## src/rtl/lfpcd_pkg.sv

```systemverilog
`default_nettype none

package lfpcd_pkg;

    localparam int unsigned FRAME_LENGTH = 9;
    localparam int unsigned REG_COUNT = 5;
    localparam int unsigned ADDR_WIDTH = 5;

    localparam logic [7:0] HEADER_BYTE = 8'h59;
    localparam logic [7:0] HEADER_SUM = 8'(2 * HEADER_BYTE);
    localparam logic [15:0] AMP_OVERLOAD = 16'hFFFF;
    localparam logic [31:0] UPTIME_LOW = 32'd2000;
    localparam logic [31:0] UPTIME_HIGH = 32'd5000;
    localparam logic [3:0] CHECKSUM_INDEX = 4'(FRAME_LENGTH - 1);
    localparam logic [3:0] FIRST_BODY_INDEX = 4'd2;

    typedef enum logic [2:0] {
        REG_NORMAL_DISTANCE = 3'd0,
        REG_JUMP_THRESHOLD = 3'd1,
        REG_SAMPLE_INTERVAL = 3'd2,
        REG_MIN_DISTANCE = 3'd3,
        REG_MAX_DISTANCE = 3'd4
    } t_reg_index;

    typedef enum logic [2:0] {
        PH_HUNT_FIRST = 3'b001,
        PH_HUNT_SECOND = 3'b010,
        PH_BODY = 3'b100
    } t_phase;

    typedef struct packed {
        logic [7:0] rx_byte;
        logic [31:0] now_ms;
        logic [31:0] up_time_ms;
        logic bump_active;
        logic power_starting;
    } t_in_word;

    typedef struct packed {
        logic frame_done;
        logic checksum_error;
        logic overexposed;
        logic [15:0] distance;
        logic [15:0] amplitude;
        logic [15:0] temperature_raw;
        logic cliff_suspect;
        logic cliff_flag;
    } t_out_word;

    typedef struct packed {
        logic [15:0] normal_distance;
        logic [15:0] jump_threshold;
        logic [15:0] sample_interval_ms;
        logic [15:0] min_distance;
        logic [15:0] max_distance;
    } t_cfg;

endpackage

`default_nettype wire

```

## src/rtl/lfpcd_regs.sv

```systemverilog
`default_nettype none

module lfpcd_regs (
    input  wire logic                            i_clk,
    input  wire logic                            i_rst_n,
    input  wire logic                            psel,
    input  wire logic                            penable,
    input  wire logic                            pwrite,
    input  wire logic [lfpcd_pkg::ADDR_WIDTH-1:0] paddr,
    input  wire logic [31:0]                     pwdata,
    output logic [31:0]                          prdata,
    output lfpcd_pkg::t_cfg                      o_cfg
);
    import lfpcd_pkg::*;

    t_cfg r_cfg;
    t_cfg n_cfg;
    t_reg_index addr_index;
    logic wr_en;

    assign addr_index = t_reg_index'(paddr[ADDR_WIDTH-1:2]);
    assign wr_en = psel && penable && pwrite;

    always_comb begin
        n_cfg = r_cfg;
        if (wr_en) begin
            unique case (addr_index)
                REG_NORMAL_DISTANCE: n_cfg.normal_distance = pwdata[15:0];
                REG_JUMP_THRESHOLD: n_cfg.jump_threshold = pwdata[15:0];
                REG_SAMPLE_INTERVAL: n_cfg.sample_interval_ms = pwdata[15:0];
                REG_MIN_DISTANCE: n_cfg.min_distance = pwdata[15:0];
                REG_MAX_DISTANCE: n_cfg.max_distance = pwdata[15:0];
                default: n_cfg = r_cfg;
            endcase
        end
    end

    always_comb begin
        unique case (addr_index)
            REG_NORMAL_DISTANCE: prdata = {16'd0, r_cfg.normal_distance};
            REG_JUMP_THRESHOLD: prdata = {16'd0, r_cfg.jump_threshold};
            REG_SAMPLE_INTERVAL: prdata = {16'd0, r_cfg.sample_interval_ms};
            REG_MIN_DISTANCE: prdata = {16'd0, r_cfg.min_distance};
            REG_MAX_DISTANCE: prdata = {16'd0, r_cfg.max_distance};
            default: prdata = 32'd0;
        endcase
    end

    always_ff @(posedge i_clk) begin
        if (!i_rst_n) begin
            r_cfg <= '0;
        end else begin
            r_cfg <= n_cfg;
        end
    end

    assign o_cfg = r_cfg;

endmodule

`default_nettype wire

```

## src/rtl/lfpcd_core.sv

```systemverilog
`default_nettype none

module lfpcd_core (
    input  wire logic                 i_clk,
    input  wire logic                 i_rst_n,
    input  wire logic                 i_step,
    input  wire lfpcd_pkg::t_in_word  i_word,
    input  wire lfpcd_pkg::t_cfg      i_cfg,
    output lfpcd_pkg::t_out_word      o_result
);
    import lfpcd_pkg::*;

    t_phase r_phase, n_phase;
    logic [3:0] r_byte_count, n_byte_count;
    logic [7:0] r_sum, n_sum;
    logic [7:0] r_frame [8];
    logic [15:0] r_prev_distance, n_prev_distance;
    logic r_prev_valid, n_prev_valid;
    logic [31:0] r_next_judge, n_next_judge;
    logic [15:0] r_distance, n_distance;
    logic [15:0] r_amplitude, n_amplitude;
    logic [15:0] r_temperature, n_temperature;
    logic r_cliff, n_cliff;

    logic frame_wr;
    logic [15:0] f_distance, f_amplitude, f_temperature;
    logic done, cserr, over, suspect, good;
    logic judge, prev_valid_judge, clear_hit, set_hit;
    logic [15:0] jump;

    assign f_distance = {r_frame[3], r_frame[2]};
    assign f_amplitude = {r_frame[5], r_frame[4]};
    assign f_temperature = {r_frame[7], r_frame[6]};
    assign jump = f_distance - r_prev_distance;

    always_comb begin
        n_phase = r_phase;
        n_byte_count = r_byte_count;
        n_sum = r_sum;
        frame_wr = 1'b0;
        done = 1'b0;
        cserr = 1'b0;
        over = 1'b0;
        good = 1'b0;
        unique case (r_phase)
            PH_HUNT_FIRST: begin
                if (i_word.rx_byte == HEADER_BYTE) begin
                    n_phase = PH_HUNT_SECOND;
                    n_byte_count = 4'd1;
                end else begin
                    n_byte_count = 4'd0;
                end
            end
            PH_HUNT_SECOND: begin
                if (i_word.rx_byte == HEADER_BYTE) begin
                    n_phase = PH_BODY;
                    n_byte_count = FIRST_BODY_INDEX;
                    n_sum = HEADER_SUM;
                end else begin
                    n_phase = PH_HUNT_FIRST;
                    n_byte_count = 4'd0;
                end
            end
            PH_BODY: begin
                if (r_byte_count >= CHECKSUM_INDEX) begin
                    done = 1'b1;
                    if (r_sum != i_word.rx_byte) begin
                        cserr = 1'b1;
                    end else if (f_amplitude == AMP_OVERLOAD) begin
                        over = 1'b1;
                    end else begin
                        good = 1'b1;
                    end
                    n_phase = PH_HUNT_FIRST;
                    n_byte_count = 4'd0;
                end else begin
                    frame_wr = 1'b1;
                    n_sum = r_sum + i_word.rx_byte;
                    n_byte_count = r_byte_count + 4'd1;
                end
            end
            default: begin
                n_phase = PH_HUNT_FIRST;
                n_byte_count = 4'd0;
            end
        endcase
    end

    assign judge = good && (i_word.now_ms >= r_next_judge);
    assign clear_hit = good && (f_distance < i_cfg.min_distance)
        && (i_word.up_time_ms > UPTIME_LOW);
    assign set_hit = good && (f_distance > i_cfg.max_distance)
        && (i_word.up_time_ms > UPTIME_LOW) && (i_word.up_time_ms < UPTIME_HIGH);

    always_comb begin
        prev_valid_judge = r_prev_valid && !i_word.power_starting;
        if (i_word.bump_active) begin
            prev_valid_judge = 1'b0;
        end
        suspect = judge && (f_distance > i_cfg.normal_distance)
            && (r_prev_distance > i_cfg.normal_distance)
            && (f_distance > r_prev_distance)
            && (jump >= i_cfg.jump_threshold) && prev_valid_judge;

        n_prev_valid = r_prev_valid && !i_word.power_starting;
        n_prev_distance = r_prev_distance;
        n_next_judge = r_next_judge;
        n_distance = r_distance;
        n_amplitude = r_amplitude;
        n_temperature = r_temperature;
        n_cliff = r_cliff;
        if (good) begin
            n_distance = f_distance;
            n_amplitude = f_amplitude;
            n_temperature = f_temperature;
        end
        if (judge) begin
            n_prev_distance = f_distance;
            n_prev_valid = 1'b1;
            n_next_judge = i_word.now_ms + {16'd0, i_cfg.sample_interval_ms};
        end
        if (clear_hit) begin
            n_cliff = 1'b0;
            n_prev_valid = 1'b0;
        end
        if (set_hit) begin
            n_cliff = 1'b1;
            n_prev_valid = 1'b0;
        end
    end

    always_ff @(posedge i_clk) begin
        if (!i_rst_n) begin
            r_phase <= PH_HUNT_FIRST;
            r_byte_count <= 4'd0;
            r_sum <= 8'd0;
            r_prev_distance <= 16'd0;
            r_prev_valid <= 1'b0;
            r_next_judge <= 32'd0;
            r_distance <= 16'd0;
            r_amplitude <= 16'd0;
            r_temperature <= 16'd0;
            r_cliff <= 1'b0;
        end else if (i_step) begin
            r_phase <= n_phase;
            r_byte_count <= n_byte_count;
            r_sum <= n_sum;
            r_prev_distance <= n_prev_distance;
            r_prev_valid <= n_prev_valid;
            r_next_judge <= n_next_judge;
            r_distance <= n_distance;
            r_amplitude <= n_amplitude;
            r_temperature <= n_temperature;
            r_cliff <= n_cliff;
        end
    end

    always_ff @(posedge i_clk) begin
        if (i_step && frame_wr) begin
            r_frame[r_byte_count[2:0]] <= i_word.rx_byte;
        end
    end

    always_comb begin
        o_result.frame_done = done;
        o_result.checksum_error = cserr;
        o_result.overexposed = over;
        o_result.distance = n_distance;
        o_result.amplitude = n_amplitude;
        o_result.temperature_raw = n_temperature;
        o_result.cliff_suspect = suspect;
        o_result.cliff_flag = n_cliff;
    end

endmodule

`default_nettype wire

```

## src/rtl/lidar_frame_parse_cliff_detect.sv

```systemverilog
`default_nettype none
// Channel   Direction  Ports                                  Word
// input     in         i_in_valid, o_in_stall, i_in_word      one serial byte plus time/status
// output    out        o_out_valid, i_out_stall, o_out_word   frame status and last reading
// config    in         psel, penable, pwrite, paddr, pwdata   five 16-bit registers
//
// Each word passes through the input register and then the result register, so a result
// word is offered once its input word has moved into the result register, and one word is
// taken every cycle while the result word is not stalled.
// The frame state advances as a word moves from the input register to the result register.
// Reset is synchronous and active low; the frame buffer itself is not reset.
// A stalled result holds the result register and a full input register, and o_in_stall is
// high while both are full and the result word is stalled.

module lidar_frame_parse_cliff_detect (
    input  wire logic                             i_clk,
    input  wire logic                             i_rst_n,
    input  wire logic                             i_in_valid,
    output logic                                  o_in_stall,
    input  wire lfpcd_pkg::t_in_word              i_in_word,
    output logic                                  o_out_valid,
    input  wire logic                             i_out_stall,
    output lfpcd_pkg::t_out_word                  o_out_word,
    input  wire logic                             psel,
    input  wire logic                             penable,
    input  wire logic                             pwrite,
    input  wire logic [lfpcd_pkg::ADDR_WIDTH-1:0] paddr,
    input  wire logic [31:0]                      pwdata,
    output logic [31:0]                           prdata,
    output logic                                  pready
);
    import lfpcd_pkg::*;

    t_cfg cfg;
    t_in_word r_in_word;
    logic r_in_valid;
    t_out_word r_out_word;
    logic r_out_valid;
    t_out_word result;
    logic out_load, move, accept;

    assign pready = 1'b1;
    assign out_load = !r_out_valid || !i_out_stall;
    assign move = r_in_valid && out_load;
    assign o_in_stall = r_in_valid && !out_load;
    assign accept = i_in_valid && !o_in_stall;

    lfpcd_regs u_regs (
        .i_clk   (i_clk),
        .i_rst_n (i_rst_n),
        .psel    (psel),
        .penable (penable),
        .pwrite  (pwrite),
        .paddr   (paddr),
        .pwdata  (pwdata),
        .prdata  (prdata),
        .o_cfg   (cfg)
    );

    lfpcd_core u_core (
        .i_clk    (i_clk),
        .i_rst_n  (i_rst_n),
        .i_step   (move),
        .i_word   (r_in_word),
        .i_cfg    (cfg),
        .o_result (result)
    );

    always_ff @(posedge i_clk) begin
        if (!i_rst_n) begin
            r_in_valid <= 1'b0;
            r_out_valid <= 1'b0;
        end else begin
            if (accept) begin
                r_in_valid <= 1'b1;
            end else if (move) begin
                r_in_valid <= 1'b0;
            end
            if (move) begin
                r_out_valid <= 1'b1;
            end else if (!i_out_stall) begin
                r_out_valid <= 1'b0;
            end
        end
    end

    always_ff @(posedge i_clk) begin
        if (accept) begin
            r_in_word <= i_in_word;
        end
        if (move) begin
            r_out_word <= result;
        end
    end

    assign o_out_valid = r_out_valid;
    assign o_out_word = r_out_word;

endmodule

`default_nettype wire
```

## config.mk

```make
export PLATFORM = sky130hd
export DESIGN_NAME = lidar_frame_parse_cliff_detect
export DESIGN_NICKNAME = d
export VERILOG_FILES = /design/src/rtl/lfpcd_pkg.sv /design/src/rtl/lfpcd_regs.sv /design/src/rtl/lfpcd_core.sv /design/src/rtl/lidar_frame_parse_cliff_detect.sv
export SDC_FILE = /design/constraint.sdc
export NUM_CORES = 1
export LEC_CHECK = 0
export ABC_AREA = 1
export BUFFER_PORTS_ARGS = -buffer_cell sky130_fd_sc_hd__buf_2
export CAP_MARGIN = 20
export CORE_MARGIN = 4
export CORE_UTILIZATION = 35
export CTS_CLUSTER_DIAMETER = 40
export CTS_CLUSTER_SIZE = 14
export DETAILED_ROUTE_END_ITERATION = 7
export GPL_ROUTABILITY_DRIVEN = 0
export MAX_ROUTING_LAYER = met4
export PLACE_DENSITY = 0.57
export SYNTH_ARGS = -nofsm -noshare
export SYNTH_HDL_FRONTEND = slang
export SYNTH_SLANG_ARGS = --single-unit
```

## constraint.sdc

```tcl
create_clock -name i_clk -period 8.25 [get_ports i_clk]
set_clock_uncertainty 0.1 [all_clocks]
set_input_delay 0.4125 -clock i_clk [delete_from_list [all_inputs] [get_ports i_clk]]
set_output_delay 0.4125 -clock i_clk [all_outputs]
set_load 0.05 [all_outputs]
```

==> results of run 1 <==
## metal layers
layer / GRT usage, % / wire, um
met1: 22.5 / 23400
met2: 29.0 / 24100
met3: 3.39 / 2890
met4: 7.67 / 2190
met5: - / 0
## kinds of logic after synthesis
| family | after synthesis |
|---|---|
| AND/OR/NAND/NOR | 750 |
| AO/OA/AOI/OAI | 513 |
| buffers and inverters | 429 |
| flip-flops | 370 |
| adder cells (fa/ha/maj) | 155 |
| XOR/XNOR | 44 |
| other | 2 |
## stage by stage
step	power [mW]	utilization, %	cell area (sq um)	instances
finish	4.94	43.5	23500	3262
global route	5.12	43.5	23500	3262
CTS	5.00	43.4	23500	3259
detailed placement	2.39	38.1	20600	3067
global placement	2.38	38.1	20600	3067
floorplan	2.29	-	19300	2278
## worst max-delay path, delay by kind of cell, from the launching register on
| family | cells | cell delay [ps] |
|---|---|---|
| compound gates | 6 | 1200 |
| xor+xnor | 1 | 210 |
| fa+ha+maj | 3 | 950 |
| buf+inv | 3 | 300 |
| flops | 1 | 530 |
| simple gates | 5 | 460 |
## state kept, by name, indices dropped and copies added, names as in the netlist
signal,flops
o_out_valid,1
o_out_word,53
r_in_valid,1
r_in_word,74
u_core.r_amplitude,16
u_core.r_byte_count,4
u_core.r_cliff,1
u_core.r_distance,16
u_core.r_frame,48
u_core.r_next_judge,32
u_core.r_phase,3
u_core.r_prev_distance,16
u_core.r_prev_valid,1
u_core.r_sum,8
u_core.r_temperature,16
u_regs.o_cfg,80
## power breakdown
group	switching, mW	total [mW]	internal (mW)
Combinational	0.240	0.357	0.118
Sequential	0.0347	2.02	1.99
Clock	1.03	2.56	1.53
## layout by cell type (no fill, tap or decap), types with 6 or more instances in the layout
cell type	n
a21oi_1	214
a221oi_1	17
buf_2	169
buf_4	10
clkbuf_16	61
clkinv_8	10
conb_1	17
dfxtp_1	195
dlygate4sd3_1	77
edfxtp_1	175
ha_1	152
inv_1	331
inv_2	10
inv_6	13
inv_8	7
nand2_1	392
nand3_1	56
nand4_1	22
nor2_1	230
nor3_1	21
nor4_1	6
o21ai_0	181
o21ai_1	31
o21ai_2	44
xnor2_1	15
xor2_1	29
## worst paths after layout
kind                                start                 endpoint  slack [ps]  cells after the start
setup reg to reg     u_core.r_frame[2][0]            o_out_word[1]        4220                     18
setup / recovery     u_core.r_frame[2][0]            o_out_word[1]        4220                     18
hold reg to reg   u_core.r_next_judge[11]  u_core.r_next_judge[11]         370                      2
hold / removal                  pwdata[2]         u_regs.o_cfg[34]          60                      3
## what timing repair did
item | in CTS | in global routing
endpoints found under the hold margin | 78 | 0
hold buffers | 77 | 0
buffers inserted | 0 | 0
## final cells by class
type | instances | share of cell area (%)
flip-flops and latches | 370 | 38.9
multi-input cells | 1479 | 35.6
repair buffers | 257 | 7.27
clock buffers | 69 | 6.82
inverters | 343 | 5.47
well taps | 696 | 3.70
clock inverters | 46 | 2.19
diodes | 2 | 0.0213
==> run_results.csv, run 1 <==
group,metric,value,unit
synth,synth_top_family_by_area,"simple AND/OR/NAND/NOR gates",
placed_design,io_buffers,170,
synth,ys_warn_count,0,
die,start_util,35.5,%
final_layout,fillCellCount,5174,
die,ioPinCount,206,
synth,synth_edf_count,175,
synth,muxShareOfSynthArea,0,%
synth,synthAdderAreaFrac,10.2,%
detailed_routing,drc,0,
sta,finalSetupViolCount,0,
synth,ys_seq_area_share,47.6,%
clocking,cts_tree,"built",
synth,synth-simple-area-share,16.3,%
sta,worst_pin_slew,993,ps
die,die_h,242,um
pwr,leakagePower,10.2,nW
setup_path,crit_path_max_incr_delay,530,ps
global_route,grt_pass1_wl,83000,um
global_route,grt_max_degree,104,
global_route,grtUsageTotal,18.1,%
die,fp.dieW,242,um
setup_path,crit_type,"reg -> reg",
clocking,cts_buffers,61,
die,fp-row-count,85,
synth,synth_most_common_cell,"nand2_1",
detailed_routing,totalWireLength,52600,um
sta,relSlewSlack,33.8,%
detailed_routing,routed_via_density,4.91,
final_layout,seq_area,9160,sq um
die,dieArea,58700,sq um
final_layout,syn_to_final_growth,22.5,%
synth,ys_seq_elements,370,
sta,rsz0062_at_grt,"false",
sta,period_minus_slack,4030,ps
clocking,htreeDepth,2,
global_route,grt.overflow.total,0,
setup_path,cp-end-kind,"register",
synth,synth_commonest_cells,"nand2_1 (392), inv_1 (334), nor2_1 (230)",
synth,async_flop_share,0,%
synth,ys.flop_type,"dfxtp_1",
run,maxCapViolations,0,
sta,max_freq,248,MHz
pwr,max-vdd-ir-drop,0.161,mV
synth,synthCells,2263,
synth,synth_area_per_cell,8.49,sq um
setup_path,worst-path-max-fanout,4,
clocking,root_buffer,"clkbuf_16",
sta,finalMaxSlewViolations,0,
hold_path,holdCritPathClass,"in -> reg",
status,status,"finished, final reports clean",
synth,synth_xor_area_share,2.00,%
die,coreArea,54100,sq um
global_route,grt_pass1_vias,15500,
sta,fin_setup_tns,0,ps
detailed_routing,num_vias,16000,
final_layout,multi_input_area,8390,sq um
sta,hold_viol_final,0,
detailed_routing,drtIter0Drc,1052,
sta,layout_worst_path_cycle_share,48.8,%
setup_path,crit_path_frequent_cell,"inv_1",
detailed_routing,post_drt_wl_per_cell,16.1,um
setup_path,start_kind,"register",
setup_path,crit_required,8490,ps
sta,fin_hold_ws,64.5,ps
synth,synth_compound_area_share,14.8,%
pwr,power_density,210,nW/um^2
clocking,cts_resized,0,
synth,yosys-top-cells-area,"edfxtp_1 (27%), dfxtp_1 (20%), ha_1 (9.9%)",
final_layout,drive_gt1_share,14.2,%
clocking,clockBufferDepth,3,
setup_path,arrival,4270,ps
synth,yosysTopAreaCell,"edfxtp_1",
placed_design,dp_slack,4320,ps
placed_design,hpwl,37000,um
synth,syn-cell-area,19200,sq um
setup_path,crit_path_top_delay_cell,"edfxtp_1",
synth,synth_cell_types,46,
clocking,clk_latency,610,ps
detailed_routing,drtPass1Iterations,5,
final_layout,fin_nets,2785,
detailed_routing,drt.antenna.violating_nets,0,
global_route,grt_antenna_before_repair,4,
sta,setup_ws,4220,ps
synth,synth_top_area_share,27.3,%
clocking,clk_pin_slew_worst_paths,60,ps
setup_path,crit_chain,"inv_1 -> ha_1 -> fa_1 -> inv_1 -> nand3_1 -> nand2_1 -> a21oi_1 -> o21ai_0 -> a21boi_0 -> o21ai_0 -> xor2_1 -> ha_1 -> nand3_1 -> inv_1 -> a21oi_1 -> nand2_1 -> a31oi_1 -> nor2_1",
clocking,cts_num_sinks,370,
No activity file was read; power rests on OpenSTA's default activity.
==> run 2, diff against run 1 <==
==> constraint.sdc (replaced) <==
create_clock -name i_clk -period 4.1 [get_ports i_clk]
set_clock_uncertainty 0.1 [all_clocks]
set_input_delay 0.205 -clock i_clk [delete_from_list [all_inputs] [get_ports i_clk]]
set_output_delay 0.205 -clock i_clk [all_outputs]
set_load 0.05 [all_outputs]
==> run 2 against run 1 <==
Critical endpoint unchanged. Die area did not move. Count of clock-buffer cells in the layout fell by 5. Worst hold slack got worse by 19 ps. Global-route usage rose by 0.22 points. Register-to-register slack got worse by 3800 ps. Worst setup slack got worse by 3800 ps. Cell count rose by 0.49%.
==> run_results.csv, run 2 (synthesized netlist as in run 1, its figures left out) <==
group,metric,value,unit
clocking,clk_latency,600,ps
setup_path,start_kind,"register",
sta,finalSetupViolCount,0,
clocking,cts_resized,0,
placed_design,dp_cells,3074,
clocking,clk_pin_slew_worst_paths,60,ps
pwr,p_seq_share,40.6,%
clocking,htreeDepth,2,
detailed_routing,totalWireLength,53700,um
sta,period_minus_slack,3640,ps
placed_design,hpwl,38300,um
final_layout,syn_to_final_growth,23.4,%
pwr,p_sw,2.51,mW
setup_path,ff2ff_setup_slack,460,ps
detailed_routing,drtIter0Drc,1106,
detailed_routing,drc,0,
final_layout,fillCellCount,5218,
die,dieArea,58700,sq um
detailed_routing,drtPass1Iterations,5,
die,start_util,35.5,%
final_layout,fin_cells,3278,
clocking,cts_buffers,58,
global_route,grt.overflow.total,0,
placed_design,io_buffers,170,
hold_path,holdCritPathClass,"in -> reg",
detailed_routing,post_drt_wl_per_cell,16.4,um
detailed_routing,routed_via_density,4.88,
sta,layout_worst_path_cycle_share,88.7,%
status,status,"finished, final reports clean",
placed_design,dp_slack,483,ps
final_layout,fin_nets,2804,
die,fp.dieW,242,um
sta,max_freq,275,MHz
die,die_h,242,um
setup_path,crit_required,4350,ps
sta,relSlewSlack,33.1,%
final_layout,layout_common_cells,"nand2_1 (392), inv_1 (331), nor2_1 (230)",
global_route,grt_antenna_before_repair,3,
sta,setup_ws,462,ps
global_route,grtUsageTotal,18.3,%
global_route,grt_max_degree,104,
global_route,grt_pass1_vias,15500,
detailed_routing,num_vias,16000,
pwr,total_power,10.0,mW
die,coreArea,54100,sq um
die,fp-row-count,85,
run,maxCapViolations,0,
sta,finalMaxSlewViolations,0,
final_layout,multi_input_area,8390,sq um
setup_path,worst-path-max-fanout,4,
sta,fin_setup_tns,0,ps
pwr,leakagePower,10.3,nW
sta,rsz0062_at_grt,"false",
clocking,postCtsHoldBufs,93,
global_route,grt_pass1_wl,84300,um
final_layout,drive_gt1_share,14.1,%
setup_path,crit_type,"reg -> reg",
detailed_routing,drt.antenna.violating_nets,0,
pwr,power_density,422,nW/um^2
pwr,max-vdd-ir-drop,0.347,mV
final_layout,largest_reg_flops,80,
sta,worst_pin_slew,1000,ps
clocking,root_buffer,"clkbuf_16",
pwr,power_frac_comb,7.5,%
final_layout,stdcell_area,23700,sq um
clocking,clockBufferDepth,3,
clocking,post-cts-setup-buffer-count,0,
sta,hold_viol_final,0,
pwr,switching_share,25.1,%
placed_design,dpl_cell_area,20700,sq um
clocking,cts_tree,"built",
final_layout,final_common_cell,"nand2_1",
final_layout,seq_area,9160,sq um
pwr,internal_power,7.50,mW
die,ioPinCount,206,
setup_path,arrival,3880,ps
clocking,cts_num_sinks,370,
setup_path,cp-end-kind,"register",
pwr,clkPwrFrac,51.9,%
run 2: cell count changes in the layout (fill, tap and decap cells not counted), moves of 2 or more:
| cell | delta |
|---|---|
| dlygate4sd3_1 | +16 |
| clkinv_8 | -9 |
| bufinv_16 | +6 |
| buf_4 | +5 |
| clkinv_4 | +5 |
| inv_6 | -5 |
| clkbuf_8 | -3 |
| clkbuf_16 | -2 |
run 2: final timing paths:
check / to / start / cells after the start
max: o_out_word[1] / u_core.r_frame[2][0] / 18
min: u_core.r_prev_distance[2] / i_rst_n / 3
max reg2reg: o_out_word[1] / u_core.r_frame[2][0] / 18
min reg2reg: u_core.r_next_judge[13] / u_core.r_next_judge[13] / 2
run 2: through the flow:
| step | hold slack, ps | util, % |
|---|---|---|
| detailed placement | 283 | 38.2 |
| floorplan | 204 | - |
| finish | 45.5 | 43.8 |
| global placement | 282 | 38.2 |
| CTS | 8.25 | 43.8 |
| global route | 54.2 | 43.8 |
run 2: critical path, cell delays in order (launching register included):
cell and delay (ps):
edfxtp_1 450, inv_1 120, ha_1 250, fa_1 400, inv_1 70, nand3_1 60
nand2_1 100, a21oi_1 130, o21ai_0 270, a21boi_0 220, o21ai_0 230, xor2_1 180
ha_1 250, nand3_1 100, inv_1 40, a21oi_1 140, nand2_1 70, a31oi_1 150
nor2_1 70
run 2: routing by layer:
metal	up-vias	global-route usage [%]	part of all wire [%]
met2	426	30.0	47
met3	84	3.04	5.7
met5	-	-	0
li1	8043	-	-
met1	7447	23.4	45
met4	0	5.50	2.7
run 2: final cells by class:
cell class              count  area share [%]
well taps                 696            3.67
clock inverters            45            2.39
multi-input cells        1479            35.4
repair buffers            279            8.13
inverters                 343            5.43
diodes                      2          0.0211
clock buffers              64            6.39
flip-flops and latches    370            38.6
run 2: power by group through the flow:
| stage | combinational (mW) | clock (mW) | sequential (mW) |
|---|---|---|---|
| after floorplan | 0.389 | 0 | 4.21 |
| after global placement | 0.665 | 0 | 4.14 |
| after detailed placement | 0.680 | 0 | 4.14 |
| after CTS | 0.751 | 5.28 | 4.06 |
| after global routing | 0.829 | 5.45 | 4.07 |
| final | 0.752 | 5.19 | 4.06 |
